==> config.mk <==
export PLATFORM = sky130hd
export DESIGN_NAME = hold_to_unlock_gesture_core
export DESIGN_NICKNAME = d
export VERILOG_FILES = /design/src/rtl/htu_pkg.sv /design/src/rtl/htu_alu.sv /design/src/rtl/hold_to_unlock_gesture_core.sv
export SDC_FILE = /design/constraint.sdc
export NUM_CORES = 1
export LEC_CHECK = 0
export ABC_AREA = 1
export BUFFER_PORTS_ARGS = -buffer_cell sky130_fd_sc_hd__buf_2
export CELL_PAD_IN_SITES_DETAIL_PLACEMENT = 1
export CELL_PAD_IN_SITES_GLOBAL_PLACEMENT = 1
export CORE_ASPECT_RATIO = 1.25
export CORE_MARGIN = 1.5
export CORE_UTILIZATION = 47
export DETAILED_ROUTE_END_ITERATION = 8
export HOLD_SLACK_MARGIN = 0.03
export PLACE_DENSITY = 0.85
export SLEW_MARGIN = 0
export SYNTH_ARGS = -nofsm -noshare
export SYNTH_HDL_FRONTEND = slang
export SYNTH_HIERARCHICAL = 1
export SYNTH_SLANG_ARGS = --single-unit
export TNS_END_PERCENT = 50
==> constraint.sdc <==
create_clock -name clk -period 11.1 [get_ports clk]
set_input_delay 2.22 -clock clk [delete_from_list [all_inputs] [get_ports clk]]
set_output_delay 2.22 -clock clk [all_outputs]
set_load 0.02 [all_outputs]
==> src/rtl/htu_pkg.sv <==
// ----------------------------------------------------------------------------
// htu_pkg
// shared types and constants of the hold-to-unlock gesture qualifier
// ----------------------------------------------------------------------------
package htu_pkg;

  // hit-test slop around the button rectangle, in pixels
  localparam int HIT_SLOP = 8;

  // configuration port
  localparam int CFG_IDX_W  = 3;
  localparam int CFG_DATA_W = 20;

  localparam logic [CFG_IDX_W-1:0] REG_PANEL_WIDTH  = 3'd0;
  localparam logic [CFG_IDX_W-1:0] REG_PANEL_HEIGHT = 3'd1;
  localparam logic [CFG_IDX_W-1:0] REG_HOLD_TIME    = 3'd2;
  localparam logic [CFG_IDX_W-1:0] REG_GRACE_TIME   = 3'd3;
  localparam logic [CFG_IDX_W-1:0] REG_IDLE_TIMEOUT = 3'd4;
  localparam logic [CFG_IDX_W-1:0] REG_SAVER_ONLY   = 3'd5;

  // reset values of the registers
  localparam logic [10:0] RST_PANEL_WIDTH  = 11'd320;
  localparam logic [10:0] RST_PANEL_HEIGHT = 11'd240;
  localparam logic [15:0] RST_HOLD_TIME    = 16'd1000;
  localparam logic [15:0] RST_GRACE_TIME   = 16'd150;
  localparam logic [19:0] RST_IDLE_TIMEOUT = 20'd10000;

  // input item kind
  localparam logic ACT_ENTER = 1'b0;

  // percent quotient width and the top shift of the divider
  localparam int          PCT_W     = 7;
  localparam int          REM_W     = 23;
  localparam logic [2:0]  DIV_SHIFT = 3'(PCT_W - 1);

  typedef enum logic [1:0] {
    OUT_LOCKED   = 2'd0,
    OUT_UNLOCKED = 2'd1,
    OUT_SAVER    = 2'd2,
    OUT_SLEEP    = 2'd3
  } outcome_t;

  typedef enum logic [3:0] {
    S_IDLE,
    S_PREP,
    S_GRACE_D,
    S_GRACE_C,
    S_HOLD_D,
    S_HOLD_C,
    S_IDLE_D,
    S_IDLE_C,
    S_DIV,
    S_DONE
  } state_t;

  typedef enum logic [2:0] {
    ALU_GRACE_D,
    ALU_GRACE_C,
    ALU_HOLD_D,
    ALU_HOLD_C,
    ALU_IDLE_D,
    ALU_IDLE_C,
    ALU_DIV
  } alu_op_t;

  typedef struct packed {
    logic [31:0]      now;
    logic [31:0]      last_contact;
    logic [31:0]      hold_start;
    logic [31:0]      last_activity;
    logic [31:0]      diff;
    logic [15:0]      grace;
    logic [15:0]      hold_time;
    logic [19:0]      idle;
    logic [REM_W-1:0] rem;
    logic [2:0]       shift;
  } alu_opnd_t;

  typedef struct packed {
    logic [31:0] res;
    logic        borrow;
  } alu_res_t;

endpackage

==> src/rtl/htu_alu.sv <==
// ----------------------------------------------------------------------------
// htu_alu
// shared subtractor: time differences, limit compares and divide steps
// ----------------------------------------------------------------------------
module htu_alu (
  input  htu_pkg::alu_op_t  op,
  input  htu_pkg::alu_opnd_t opnd,
  output htu_pkg::alu_res_t  result
);

  logic [31:0] a;
  logic [31:0] b;
  logic [32:0] wide;

  always_comb begin
    a = '0;
    b = '0;
    unique case (op)
      htu_pkg::ALU_GRACE_D: begin
        a = opnd.now;
        b = opnd.last_contact;
      end
      // borrow: gap longer than grace
      htu_pkg::ALU_GRACE_C: begin
        a = {16'd0, opnd.grace};
        b = opnd.diff;
      end
      htu_pkg::ALU_HOLD_D: begin
        a = opnd.now;
        b = opnd.hold_start;
      end
      // borrow: hold still shorter than hold time
      htu_pkg::ALU_HOLD_C: begin
        a = opnd.diff;
        b = {16'd0, opnd.hold_time};
      end
      htu_pkg::ALU_IDLE_D: begin
        a = opnd.now;
        b = opnd.last_activity;
      end
      // borrow: inactivity longer than timeout
      htu_pkg::ALU_IDLE_C: begin
        a = {12'd0, opnd.idle};
        b = opnd.diff;
      end
      // restoring divide step against the shifted divisor
      htu_pkg::ALU_DIV: begin
        a = {{(32 - htu_pkg::REM_W){1'b0}}, opnd.rem};
        b = {16'd0, opnd.hold_time} << opnd.shift;
      end
      default: begin
        a = '0;
        b = '0;
      end
    endcase
  end

  assign wide          = {1'b0, a} - {1'b0, b};
  assign result.res    = wide[31:0];
  assign result.borrow = wide[32];

endmodule

==> src/rtl/hold_to_unlock_gesture_core.sv <==
// ----------------------------------------------------------------------------
// hold_to_unlock_gesture_core
// press-and-hold unlock qualifier for a touch panel lock screen
// ----------------------------------------------------------------------------
//
// channel  dir  handshake              payload
// -------  ---  ---------------------  ------------------------------------
// in_      in   in_tvalid / in_tready  tuser: action; tdata: time, touch
// out_     out  out_tvalid / out_tready tdata: outcome, percent, holding
// cfg_     in   cfg_we                 cfg_idx, cfg_wdata (no read-back)
//
// an enter item passes from its prep step straight to the result; a frame
// item takes two steps of the shared subtractor each for the grace and hold
// checks, two more for the idle check unless the hold unlocks, then, while
// a hold runs and no timeout hit, one step per quotient bit (7) for the percent
// in_tready is high only while the sequencer idles, so items are one at a time
// the result sits in an output register; the next item is taken while it waits
// a stalled output holds the sequencer in its last step until the register frees
// rst_n is synchronous, active low; it restores register defaults and clears
// the hold and all time stamps
// ----------------------------------------------------------------------------
module hold_to_unlock_gesture_core (
  input  logic                              clk,
  input  logic                              rst_n,
  // in_tdata: now_ms[31:0], touch_down, just_pressed, just_released,
  //           touch_x[9:0], touch_y[9:0], zero pad
  input  logic                              in_tvalid,
  output logic                              in_tready,
  input  logic [55:0]                       in_tdata,
  // in_tuser: action
  input  logic [0:0]                        in_tuser,
  // out_tdata: outcome[1:0], progress_percent[6:0], holding, zero pad
  output logic                              out_tvalid,
  input  logic                              out_tready,
  output logic [15:0]                       out_tdata,
  input  logic                              cfg_we,
  input  logic [htu_pkg::CFG_IDX_W-1:0]     cfg_idx,
  input  logic [htu_pkg::CFG_DATA_W-1:0]    cfg_wdata
);

  // configuration registers
  logic [10:0] panel_width_r;
  logic [10:0] panel_height_r;
  logic [15:0] hold_time_r;
  logic [15:0] grace_time_r;
  logic [19:0] idle_timeout_r;
  logic        saver_only_r;

  // gesture state
  logic        hold_active_r;
  logic [31:0] hold_start_r;
  logic [31:0] last_contact_r;
  logic [31:0] last_activity_r;

  // captured item
  logic        action_r;
  logic [31:0] now_r;
  logic        down_r;
  logic        pressed_r;
  logic        released_r;
  logic [9:0]  x_r;
  logic [9:0]  y_r;

  // working registers
  htu_pkg::state_t                state_r, state_nxt;
  logic                           hit_r;
  logic [31:0]                    diff_r;
  logic [15:0]                    held_r;
  logic [htu_pkg::REM_W-1:0]      rem_r;
  logic [htu_pkg::PCT_W-2:0]      quo_r;
  logic [2:0]                     shift_r;

  // staged result
  htu_pkg::outcome_t              res_outcome_r;
  logic [htu_pkg::PCT_W-1:0]      res_pct_r;
  logic                           res_holding_r;

  // output register
  logic                           out_tvalid_r;
  logic [15:0]                    out_tdata_r;

  logic                           in_accept;
  logic                           out_load;
  htu_pkg::alu_op_t               alu_op;
  htu_pkg::alu_opnd_t             alu_opnd;
  htu_pkg::alu_res_t              alu_res;
  logic [htu_pkg::REM_W-1:0]      held_x100;

  // ---------------------------------------------------------------------------
  // button hit test on the captured position
  // ---------------------------------------------------------------------------
  localparam logic signed [13:0] SLOP = 14'(htu_pkg::HIT_SLOP);

  logic signed [13:0] w_s, h_s, bw_s, bx_s, hv_s, hh_s, by_s, x_s, y_s;
  logic               hit;

  always_comb begin
    w_s  = $signed({3'd0, panel_width_r});
    h_s  = $signed({3'd0, panel_height_r});
    x_s  = $signed({4'd0, x_r});
    y_s  = $signed({4'd0, y_r});
    // button width clamps at 200 and goes negative on very narrow panels
    bw_s = w_s - 14'sd48;
    if (bw_s > 14'sd200) begin
      bw_s = 14'sd200;
    end
    bx_s = (w_s - bw_s) >>> 1;
    // halving truncates toward zero on short panels
    hv_s = h_s - 14'sd58;
    if (hv_s < 14'sd0) begin
      hh_s = -((-hv_s) >>> 1);
    end else begin
      hh_s = hv_s >>> 1;
    end
    by_s = hh_s + 14'sd37;
    hit  = (x_s >= bx_s - SLOP) && (x_s < bx_s + bw_s + SLOP) &&
           (y_s >= by_s - SLOP) && (y_s < by_s + 14'sd58 + SLOP);
  end

  // ---------------------------------------------------------------------------
  // shared subtractor
  // ---------------------------------------------------------------------------
  always_comb begin
    alu_opnd.now           = now_r;
    alu_opnd.last_contact  = last_contact_r;
    alu_opnd.hold_start    = hold_start_r;
    alu_opnd.last_activity = last_activity_r;
    alu_opnd.diff          = diff_r;
    alu_opnd.grace         = grace_time_r;
    alu_opnd.hold_time     = hold_time_r;
    alu_opnd.idle          = idle_timeout_r;
    alu_opnd.rem           = rem_r;
    alu_opnd.shift         = shift_r;
  end

  htu_alu u_alu (
    .op     (alu_op),
    .opnd   (alu_opnd),
    .result (alu_res)
  );

  // held * 100 by shifts, held stays below the hold time here
  assign held_x100 = {1'b0, held_r, 6'd0} + {2'd0, held_r, 5'd0} + {5'd0, held_r, 2'd0};

  assign in_accept = in_tvalid && in_tready;
  assign out_load  = (state_r == htu_pkg::S_DONE) && (!out_tvalid_r || out_tready);

  // ---------------------------------------------------------------------------
  // sequencer: next state
  // ---------------------------------------------------------------------------
  always_comb begin
    state_nxt = state_r;
    unique case (state_r)
      htu_pkg::S_IDLE: begin
        if (in_accept) begin
          state_nxt = htu_pkg::S_PREP;
        end
      end
      htu_pkg::S_PREP: begin
        if (action_r == htu_pkg::ACT_ENTER) begin
          state_nxt = htu_pkg::S_DONE;
        end else begin
          state_nxt = htu_pkg::S_GRACE_D;
        end
      end
      htu_pkg::S_GRACE_D: state_nxt = htu_pkg::S_GRACE_C;
      htu_pkg::S_GRACE_C: state_nxt = htu_pkg::S_HOLD_D;
      htu_pkg::S_HOLD_D:  state_nxt = htu_pkg::S_HOLD_C;
      htu_pkg::S_HOLD_C: begin
        // hold complete: unlock
        if (hold_active_r && !alu_res.borrow) begin
          state_nxt = htu_pkg::S_DONE;
        end else begin
          state_nxt = htu_pkg::S_IDLE_D;
        end
      end
      htu_pkg::S_IDLE_D:  state_nxt = htu_pkg::S_IDLE_C;
      htu_pkg::S_IDLE_C: begin
        if (alu_res.borrow || !hold_active_r) begin
          state_nxt = htu_pkg::S_DONE;
        end else begin
          state_nxt = htu_pkg::S_DIV;
        end
      end
      htu_pkg::S_DIV: begin
        if (shift_r == 3'd0) begin
          state_nxt = htu_pkg::S_DONE;
        end
      end
      htu_pkg::S_DONE: begin
        if (out_load) begin
          state_nxt = htu_pkg::S_IDLE;
        end
      end
      default: state_nxt = htu_pkg::S_IDLE;
    endcase
  end

  // ---------------------------------------------------------------------------
  // sequencer: outputs
  // ---------------------------------------------------------------------------
  always_comb begin
    in_tready = 1'b0;
    alu_op    = htu_pkg::ALU_DIV;
    unique case (state_r)
      htu_pkg::S_IDLE:    in_tready = 1'b1;
      htu_pkg::S_GRACE_D: alu_op    = htu_pkg::ALU_GRACE_D;
      htu_pkg::S_GRACE_C: alu_op    = htu_pkg::ALU_GRACE_C;
      htu_pkg::S_HOLD_D:  alu_op    = htu_pkg::ALU_HOLD_D;
      htu_pkg::S_HOLD_C:  alu_op    = htu_pkg::ALU_HOLD_C;
      htu_pkg::S_IDLE_D:  alu_op    = htu_pkg::ALU_IDLE_D;
      htu_pkg::S_IDLE_C:  alu_op    = htu_pkg::ALU_IDLE_C;
      htu_pkg::S_DIV:     alu_op    = htu_pkg::ALU_DIV;
      default: begin
        in_tready = 1'b0;
        alu_op    = htu_pkg::ALU_DIV;
      end
    endcase
  end

  always_ff @(posedge clk) begin
    if (!rst_n) begin
      state_r <= htu_pkg::S_IDLE;
    end else begin
      state_r <= state_nxt;
    end
  end

  // ---------------------------------------------------------------------------
  // configuration writes, indexes past the list are dropped
  // ---------------------------------------------------------------------------
  always_ff @(posedge clk) begin
    if (!rst_n) begin
      panel_width_r  <= htu_pkg::RST_PANEL_WIDTH;
      panel_height_r <= htu_pkg::RST_PANEL_HEIGHT;
      hold_time_r    <= htu_pkg::RST_HOLD_TIME;
      grace_time_r   <= htu_pkg::RST_GRACE_TIME;
      idle_timeout_r <= htu_pkg::RST_IDLE_TIMEOUT;
      saver_only_r   <= 1'b0;
    end else if (cfg_we) begin
      unique case (cfg_idx)
        htu_pkg::REG_PANEL_WIDTH:  panel_width_r  <= cfg_wdata[10:0];
        htu_pkg::REG_PANEL_HEIGHT: panel_height_r <= cfg_wdata[10:0];
        htu_pkg::REG_HOLD_TIME:    hold_time_r    <= cfg_wdata[15:0];
        htu_pkg::REG_GRACE_TIME:   grace_time_r   <= cfg_wdata[15:0];
        htu_pkg::REG_IDLE_TIMEOUT: idle_timeout_r <= cfg_wdata[19:0];
        htu_pkg::REG_SAVER_ONLY:   saver_only_r   <= cfg_wdata[0];
        default: ;
      endcase
    end
  end

  // ---------------------------------------------------------------------------
  // item capture
  // ---------------------------------------------------------------------------
  always_ff @(posedge clk) begin
    if (in_accept) begin
      action_r   <= in_tuser[0];
      now_r      <= in_tdata[31:0];
      down_r     <= in_tdata[32];
      pressed_r  <= in_tdata[33];
      released_r <= in_tdata[34];
      x_r        <= in_tdata[44:35];
      y_r        <= in_tdata[54:45];
    end
  end

  // ---------------------------------------------------------------------------
  // gesture state
  // ---------------------------------------------------------------------------
  always_ff @(posedge clk) begin
    if (!rst_n) begin
      hold_active_r   <= 1'b0;
      hold_start_r    <= '0;
      last_contact_r  <= '0;
      last_activity_r <= '0;
    end else begin
      unique case (state_r)
        htu_pkg::S_PREP: begin
          if (action_r == htu_pkg::ACT_ENTER) begin
            hold_active_r   <= 1'b0;
            hold_start_r    <= '0;
            last_contact_r  <= '0;
            last_activity_r <= now_r;
          end else if (down_r || pressed_r || released_r) begin
            last_activity_r <= now_r;
          end
        end
        htu_pkg::S_GRACE_C: begin
          if (down_r && hit_r) begin
            if (!hold_active_r) begin
              hold_active_r <= 1'b1;
              hold_start_r  <= now_r;
            end
            last_contact_r <= now_r;
          end else if (hold_active_r && alu_res.borrow) begin
            // contact gap beyond grace drops the hold
            hold_active_r <= 1'b0;
            hold_start_r  <= '0;
          end
        end
        htu_pkg::S_HOLD_C: begin
          // unlock keeps the start stamp
          if (hold_active_r && !alu_res.borrow) begin
            hold_active_r <= 1'b0;
          end
        end
        default: ;
      endcase
    end
  end

  // ---------------------------------------------------------------------------
  // working registers and staged result
  // ---------------------------------------------------------------------------
  always_ff @(posedge clk) begin
    if (!rst_n) begin
      shift_r <= '0;
    end else begin
      unique case (state_r)
        htu_pkg::S_IDLE_C: shift_r <= htu_pkg::DIV_SHIFT;
        htu_pkg::S_DIV:    shift_r <= shift_r - 3'd1;
        default: ;
      endcase
    end
  end

  always_ff @(posedge clk) begin
    unique case (state_r)
      htu_pkg::S_PREP: begin
        hit_r         <= hit;
        res_outcome_r <= htu_pkg::OUT_LOCKED;
        res_pct_r     <= '0;
        res_holding_r <= 1'b0;
      end
      htu_pkg::S_GRACE_D, htu_pkg::S_HOLD_D, htu_pkg::S_IDLE_D: begin
        diff_r <= alu_res.res;
      end
      htu_pkg::S_HOLD_C: begin
        held_r <= diff_r[15:0];
        if (hold_active_r && !alu_res.borrow) begin
          res_outcome_r <= htu_pkg::OUT_UNLOCKED;
          res_pct_r     <= '0;
          res_holding_r <= 1'b0;
        end
      end
      htu_pkg::S_IDLE_C: begin
        rem_r <= held_x100;
        quo_r <= '0;
        if (alu_res.borrow) begin
          res_outcome_r <= saver_only_r ? htu_pkg::OUT_SAVER : htu_pkg::OUT_SLEEP;
          res_pct_r     <= '0;
          res_holding_r <= hold_active_r;
        end else begin
          res_outcome_r <= htu_pkg::OUT_LOCKED;
          res_pct_r     <= '0;
          res_holding_r <= hold_active_r;
        end
      end
      htu_pkg::S_DIV: begin
        // one quotient bit per step, msb first
        if (!alu_res.borrow) begin
          rem_r <= alu_res.res[htu_pkg::REM_W-1:0];
        end
        quo_r <= {quo_r[htu_pkg::PCT_W-3:0], !alu_res.borrow};
        if (shift_r == 3'd0) begin
          res_pct_r <= {quo_r, !alu_res.borrow};
        end
      end
      default: ;
    endcase
  end

  // ---------------------------------------------------------------------------
  // output register
  // ---------------------------------------------------------------------------
  always_ff @(posedge clk) begin
    if (!rst_n) begin
      out_tvalid_r <= 1'b0;
    end else if (out_load) begin
      out_tvalid_r <= 1'b1;
    end else if (out_tready) begin
      out_tvalid_r <= 1'b0;
    end
  end

  always_ff @(posedge clk) begin
    if (out_load) begin
      out_tdata_r <= {6'd0, res_holding_r, res_pct_r, res_outcome_r};
    end
  end

  assign out_tvalid = out_tvalid_r;
  assign out_tdata  = out_tdata_r;

endmodule

# Yosys cells after proc, flatten, opt, wreduce, memory -nomap -nowiden
# Index checks and enable logic that the tools add are counted.
dict set report word_totals {
  register_bits 334
  output_inout_bits 18
  elab_cells 166
}
dict set report classes {
  n_addsub 16
  order_cmp 6
  eq_ne 30
  shift 1
  muxes 41
  n_reduce_logical 43
}
# operator count
set ops {}
lappend ops {{32-bit 2-to-1 mux} 7}
lappend ops {{32-bit one-hot mux with 6 select lines} 1}
lappend ops {{32-bit one-hot mux with 5 select lines} 1}
lappend ops {{32-bit one-hot mux with 2 select lines} 2}
lappend ops {{23-bit one-hot mux with 2 select lines} 1}
lappend ops {{4-bit one-hot mux with 10 select lines} 1}
lappend ops {{32-bit by 32-bit subtractor with 33-bit output} 1}
lappend ops {{16-bit by 3-bit << shifter with 32-bit output} 1}
lappend ops {{14-bit by 5-bit adder with 14-bit output, second input constant} 2}
lappend ops {{14-bit by 7-bit adder with 14-bit output, second input constant} 2}
lappend ops {{11-bit by 14-bit >= comparator with 1-bit output} 2}
lappend ops {{11-bit by 14-bit less-than comparator with 1-bit output} 2}
lappend ops {{14-bit 2-to-1 mux} 2}
lappend ops {{11-bit by 6-bit subtractor with 12-bit output, second input constant} 2}
lappend ops {{22-bit by 21-bit adder with 23-bit output} 1}
lappend ops {{23-bit by 18-bit adder with 23-bit output} 1}
lappend ops {{23-bit 2-to-1 mux} 1}
lappend ops {{7-bit one-hot mux with 3 select lines} 1}
lappend ops {{4-bit 2-to-1 mux} 5}
lappend ops {{3-bit one-hot mux with 6 select lines} 1}
lappend ops {{2-bit AND reduction} 9}
lappend ops {{4-bit by 3-bit equality test with 1-bit output, second input constant} 4}
lappend ops {{3-bit equality test, second input constant} 5}
lappend ops {{13-bit by 14-bit adder with 14-bit output} 1}
lappend ops {{34 further kinds} 81}

# Logic depth before layout (Yosys ltp)
dict set report depth {
  ltp_word 10
  depth_mapped 38
  depth_no_buf 37
}

# Hierarchy
# Netlist, hierarchy kept.
# mod n_inst cells_per_inst area_per_inst_um2 seq_area_each_um2
set modules_own_cells {}
lappend modules_own_cells {hold_to_unlock_gesture_core 1 1896 16448.3 8227.9}
lappend modules_own_cells {htu_alu 1 975 4679.5 0.0}

# Worst setup path after synthesis
# No wires, ideal clock.
dict set report synth_path {
  kind {input -> register}
  from {input port in_tvalid}
  to {register action_r (enable)}
  t_arrival_ps 4602
  path_slack_ps 6028
  stages 2
  cell_sequence {inv_1 -> nor2_1}
}
dict set report synth_via {
  elab_chain_len 1
}
# element line_no
set synth_lines {}
lappend synth_lines {{from (decl)} hold_to_unlock_gesture_core.sv:27} ;# input logic in_tvalid,
lappend synth_lines {{1-bit logical AND} hold_to_unlock_gesture_core.sv:145} ;# assign in_accept = in_tvalid && in_tready;
lappend synth_lines {{net in_accept} hold_to_unlock_gesture_core.sv:82} ;# logic in_accept;
lappend synth_lines {{to (signal assigned)} hold_to_unlock_gesture_core.sv:258} ;# action_r <= in_tuser[0];
lappend synth_lines {{to (decl)} hold_to_unlock_gesture_core.sv:56} ;# logic action_r;
# The timed path passes the listed nets, and every way through them passes these cells.
# A chain may end at the register's enable or synchronous reset.

==> out/metrics.csv <==
metric,value,unit
routabilityCongestion,0.961,
worst_pin_slew,1.27,ns
holdWs,0.420,ns
area_growth,9.94,%
post_cts_resized,0,
hold_depth,0,
ir_worst_vdd,140,uV
grt_pass1_vias,20700,
n_fill_cell,5655,
rows,86,
routed.top_layer,met4,
io_pins,103,
synth.top_cell.area_share,0.219,
core-area,44200,sq um
synth_area_leader_cell,edfxtp_1,
status,finished clean,
synth-seq-cells,334,
r2r_start,state_r[0]$_SDFFE_PN0P_,
die_w,193,um
drv_slew,0,
root_buffer,clkbuf_16,
relSlewSlack,0.154,
crit_fanout,64,
clock-sinks,334,
final_cell_mix,"nand2_1 (807), nor2_1 (336), inv_1 (294), o21ai_0 (187), dfxtp_1 (180)",
rrSetupSlack,3.72,ns
reg2reg_to,hold_start_r[22]$_SDFFE_PN0P_,
viasPerCell,5.68,
worst_ep_required_time,11.57,ns
synth.avg_cell_area,7.36,sq um
htree_levels,2,
wl_met3,2600,um
drv_cap,0,
yosysUniqueCellTypes,60,
min_to,out_tdata[1]$_DFFE_PP_,
cts_buffers,37,
hold_class,reg -> reg,
clk_path_buf_depth,3,
min_period_over_period,0.665,
skew,0.0245,ns
dieArea,46200,sq um
regArea,8230,sq um
synth_edf_count,154,
route.met2.wl,37300,um
leakagePower,10.7,nW
holdBufCountCts,0,
drive_gt1_frac,0.0975,
total_power,0.00428,W
wl,73000,um
clock_latency,0.55,ns
synth_area,21100,sq um
fmax,0.135,GHz
setup_viol,0,
synth_ff_type,dfxtp_1,
first_pass_iters,5,
rsz0062_at_grt,no,
die_height,240,um
remaining_drc_errors,0,
r2r_cells,26,
layout_commonest_cell,nand2_1,
ant_nets,0,
vias,20000,
io_buffers,95,
finalCriticalPeriod,7.38,ns
fin_setup_tns,0,ns
finalHoldViolCount,0,
min_from,res_outcome_r[1]$_SDFFCE_PN0P_,
antenna_found_initial,1,
end_kind,flop,
post-cts-setup-buffers,0,
yosys_warnings,6,
multi_input_area,11300,sq um
async_flop_share,0,
p_per_area,184,nW/um^2
grt_overflow_total,0,
floorplan.initialDensity,0.478,
drt_iter0_drc,1078,
syn_inst,2871,
final_nets,3154,
hpwl,54200,um
grt_max_degree,107,
wl_met1,28700,um
crit_arrival,7.85,ns
grt_first_pass_wirelength,112000,um
wl_per_cell,20.7,um
critPathKind,reg -> reg,
synth_area_leaders,"edfxtp_1 (22%), dfxtp_1 (17%), nand2_1 (14%)",
cts.reportedPaths.clkPinSlew,0.06,ns
ys_seq_area_frac,0.389,
start_kind,flop,
place_inst,3459,
cts_tree,built,
layout.cells.non_filler,3529,
grtUsageTotal,0.316,
worst max-delay path, cell delays in order, from the launching register on:
cell and delay (ns):
dfxtp_1 0.39, inv_1 0.09, nor2_1 0.18, inv_1 0.12, nor2_1 0.57, nand3_2 0.74
inv_2 0.72, nand2_1 0.14, o21ai_0 0.11, a21oi_1 0.06, nand4_1 0.07, ha_1 0.16
inv_1 0.12, fa_1 0.50, nand3_1 0.13, nand3_1 0.12, nand2_1 0.10, nand2_1 0.17
nand2_1 0.11, nand3b_1 0.19, a21oi_1 0.55, inv_1 0.21, o21ai_0 0.26, nand3_1 0.13
inv_2 0.87, o21ai_0 0.28, a21oi_1 0.18
Yosys cell counts (26+ instances only):
cell type,instances
edfxtp_1,154
a21oi_1,155
nand3_1,148
inv_2,26
dfxtp_1,180
ha_1,128
nand4_1,53
clkbuf_1,62
inv_1,294
nor2_1,338
nand2_1,807
nand2_2,36
xor2_1,39
o21ai_0,188
routing by layer:
metal  GRT usage  vias to the layer above
met5           0                        -
met3      0.0337                      187
met2       0.578                      474
li1            -                     9542
met1       0.349                     9839
met4       0.186                        0
report_power, final:
group	total, W	switching (W)	internal (W)
clock network	0.00126	0.000532	0.000723
logic	0.00148	0.00104	0.000438
registers	0.00155	0.0000923	0.00146
registers in the layout (all words and copies together), names as in the netlist, 11 cells and up:
| register | flops |
|---|---|
| held_r | 16 |
| grace_time_r | 16 |
| hold_time_r | 16 |
| diff_r | 32 |
| panel_width_r | 11 |
| last_activity_r | 32 |
| rem_r | 23 |
| idle_timeout_r | 20 |
| last_contact_r | 32 |
| now_r | 32 |
| hold_start_r | 32 |
| panel_height_r | 11 |
stage by stage:
stage	instance area [sq um]	utilization	setup slack, ns
2_1_floorplan	21200	-	6.03
3_3_place_gp	22000	0.498	4.14
3_5_place_dp	22000	0.498	3.82
4_1_cts	23200	0.525	3.75
5_1_grt	23200	0.525	3.17
6_report	23200	0.525	3.72
kinds of logic (layout without fill, tap and decap cells):
group / Yosys count / count (layout) / synth area share
xor+xnor: 51 / 51 / 0.0211
compound gates: 466 / 466 / 0.127
simple gates: 1450 / 1450 / 0.290
mux: 4 / 4 / 0.00190
flops: 334 / 334 / 0.389
buf+inv: 422 / 500 / 0.0805
fa+ha+maj: 143 / 143 / 0.0900
other cells: 1 / 9 / 0.000177
cell type report:
cell class / instances / area share
tap: 572 / 0.0308
sequential: 334 / 0.354
inverter: 322 / 0.0524
clock buffer: 50 / 0.0456
timing repair buffer: 110 / 0.0254
antenna: 2 / 0.000215
clock inverter: 18 / 0.00695
multi-input combinational: 2121 / 0.484
worst max path at each step:
stage,startpoint,end,slack [ns],depth (start not counted)
final,state_r[0]$_SDFFE_PN0P_,hold_start_r[22]$_SDFFE_PN0P_,3.72,26
after global routing,state_r[0]$_SDFFE_PN0P_,hold_start_r[19]$_SDFFE_PN0P_,3.17,26
after CTS,state_r[0]$_SDFFE_PN0P_,hold_start_r[22]$_SDFFE_PN0P_,3.75,26
after detailed placement,state_r[0]$_SDFFE_PN0P_,hold_start_r[22]$_SDFFE_PN0P_,3.82,26
after global placement,state_r[0]$_SDFFE_PN0P_,hold_start_r[19]$_SDFFE_PN0P_,4.14,26
after floorplan,in_tvalid,action_r$_DFFE_PP_,6.03,2
(Power assumes the default switching activity.)
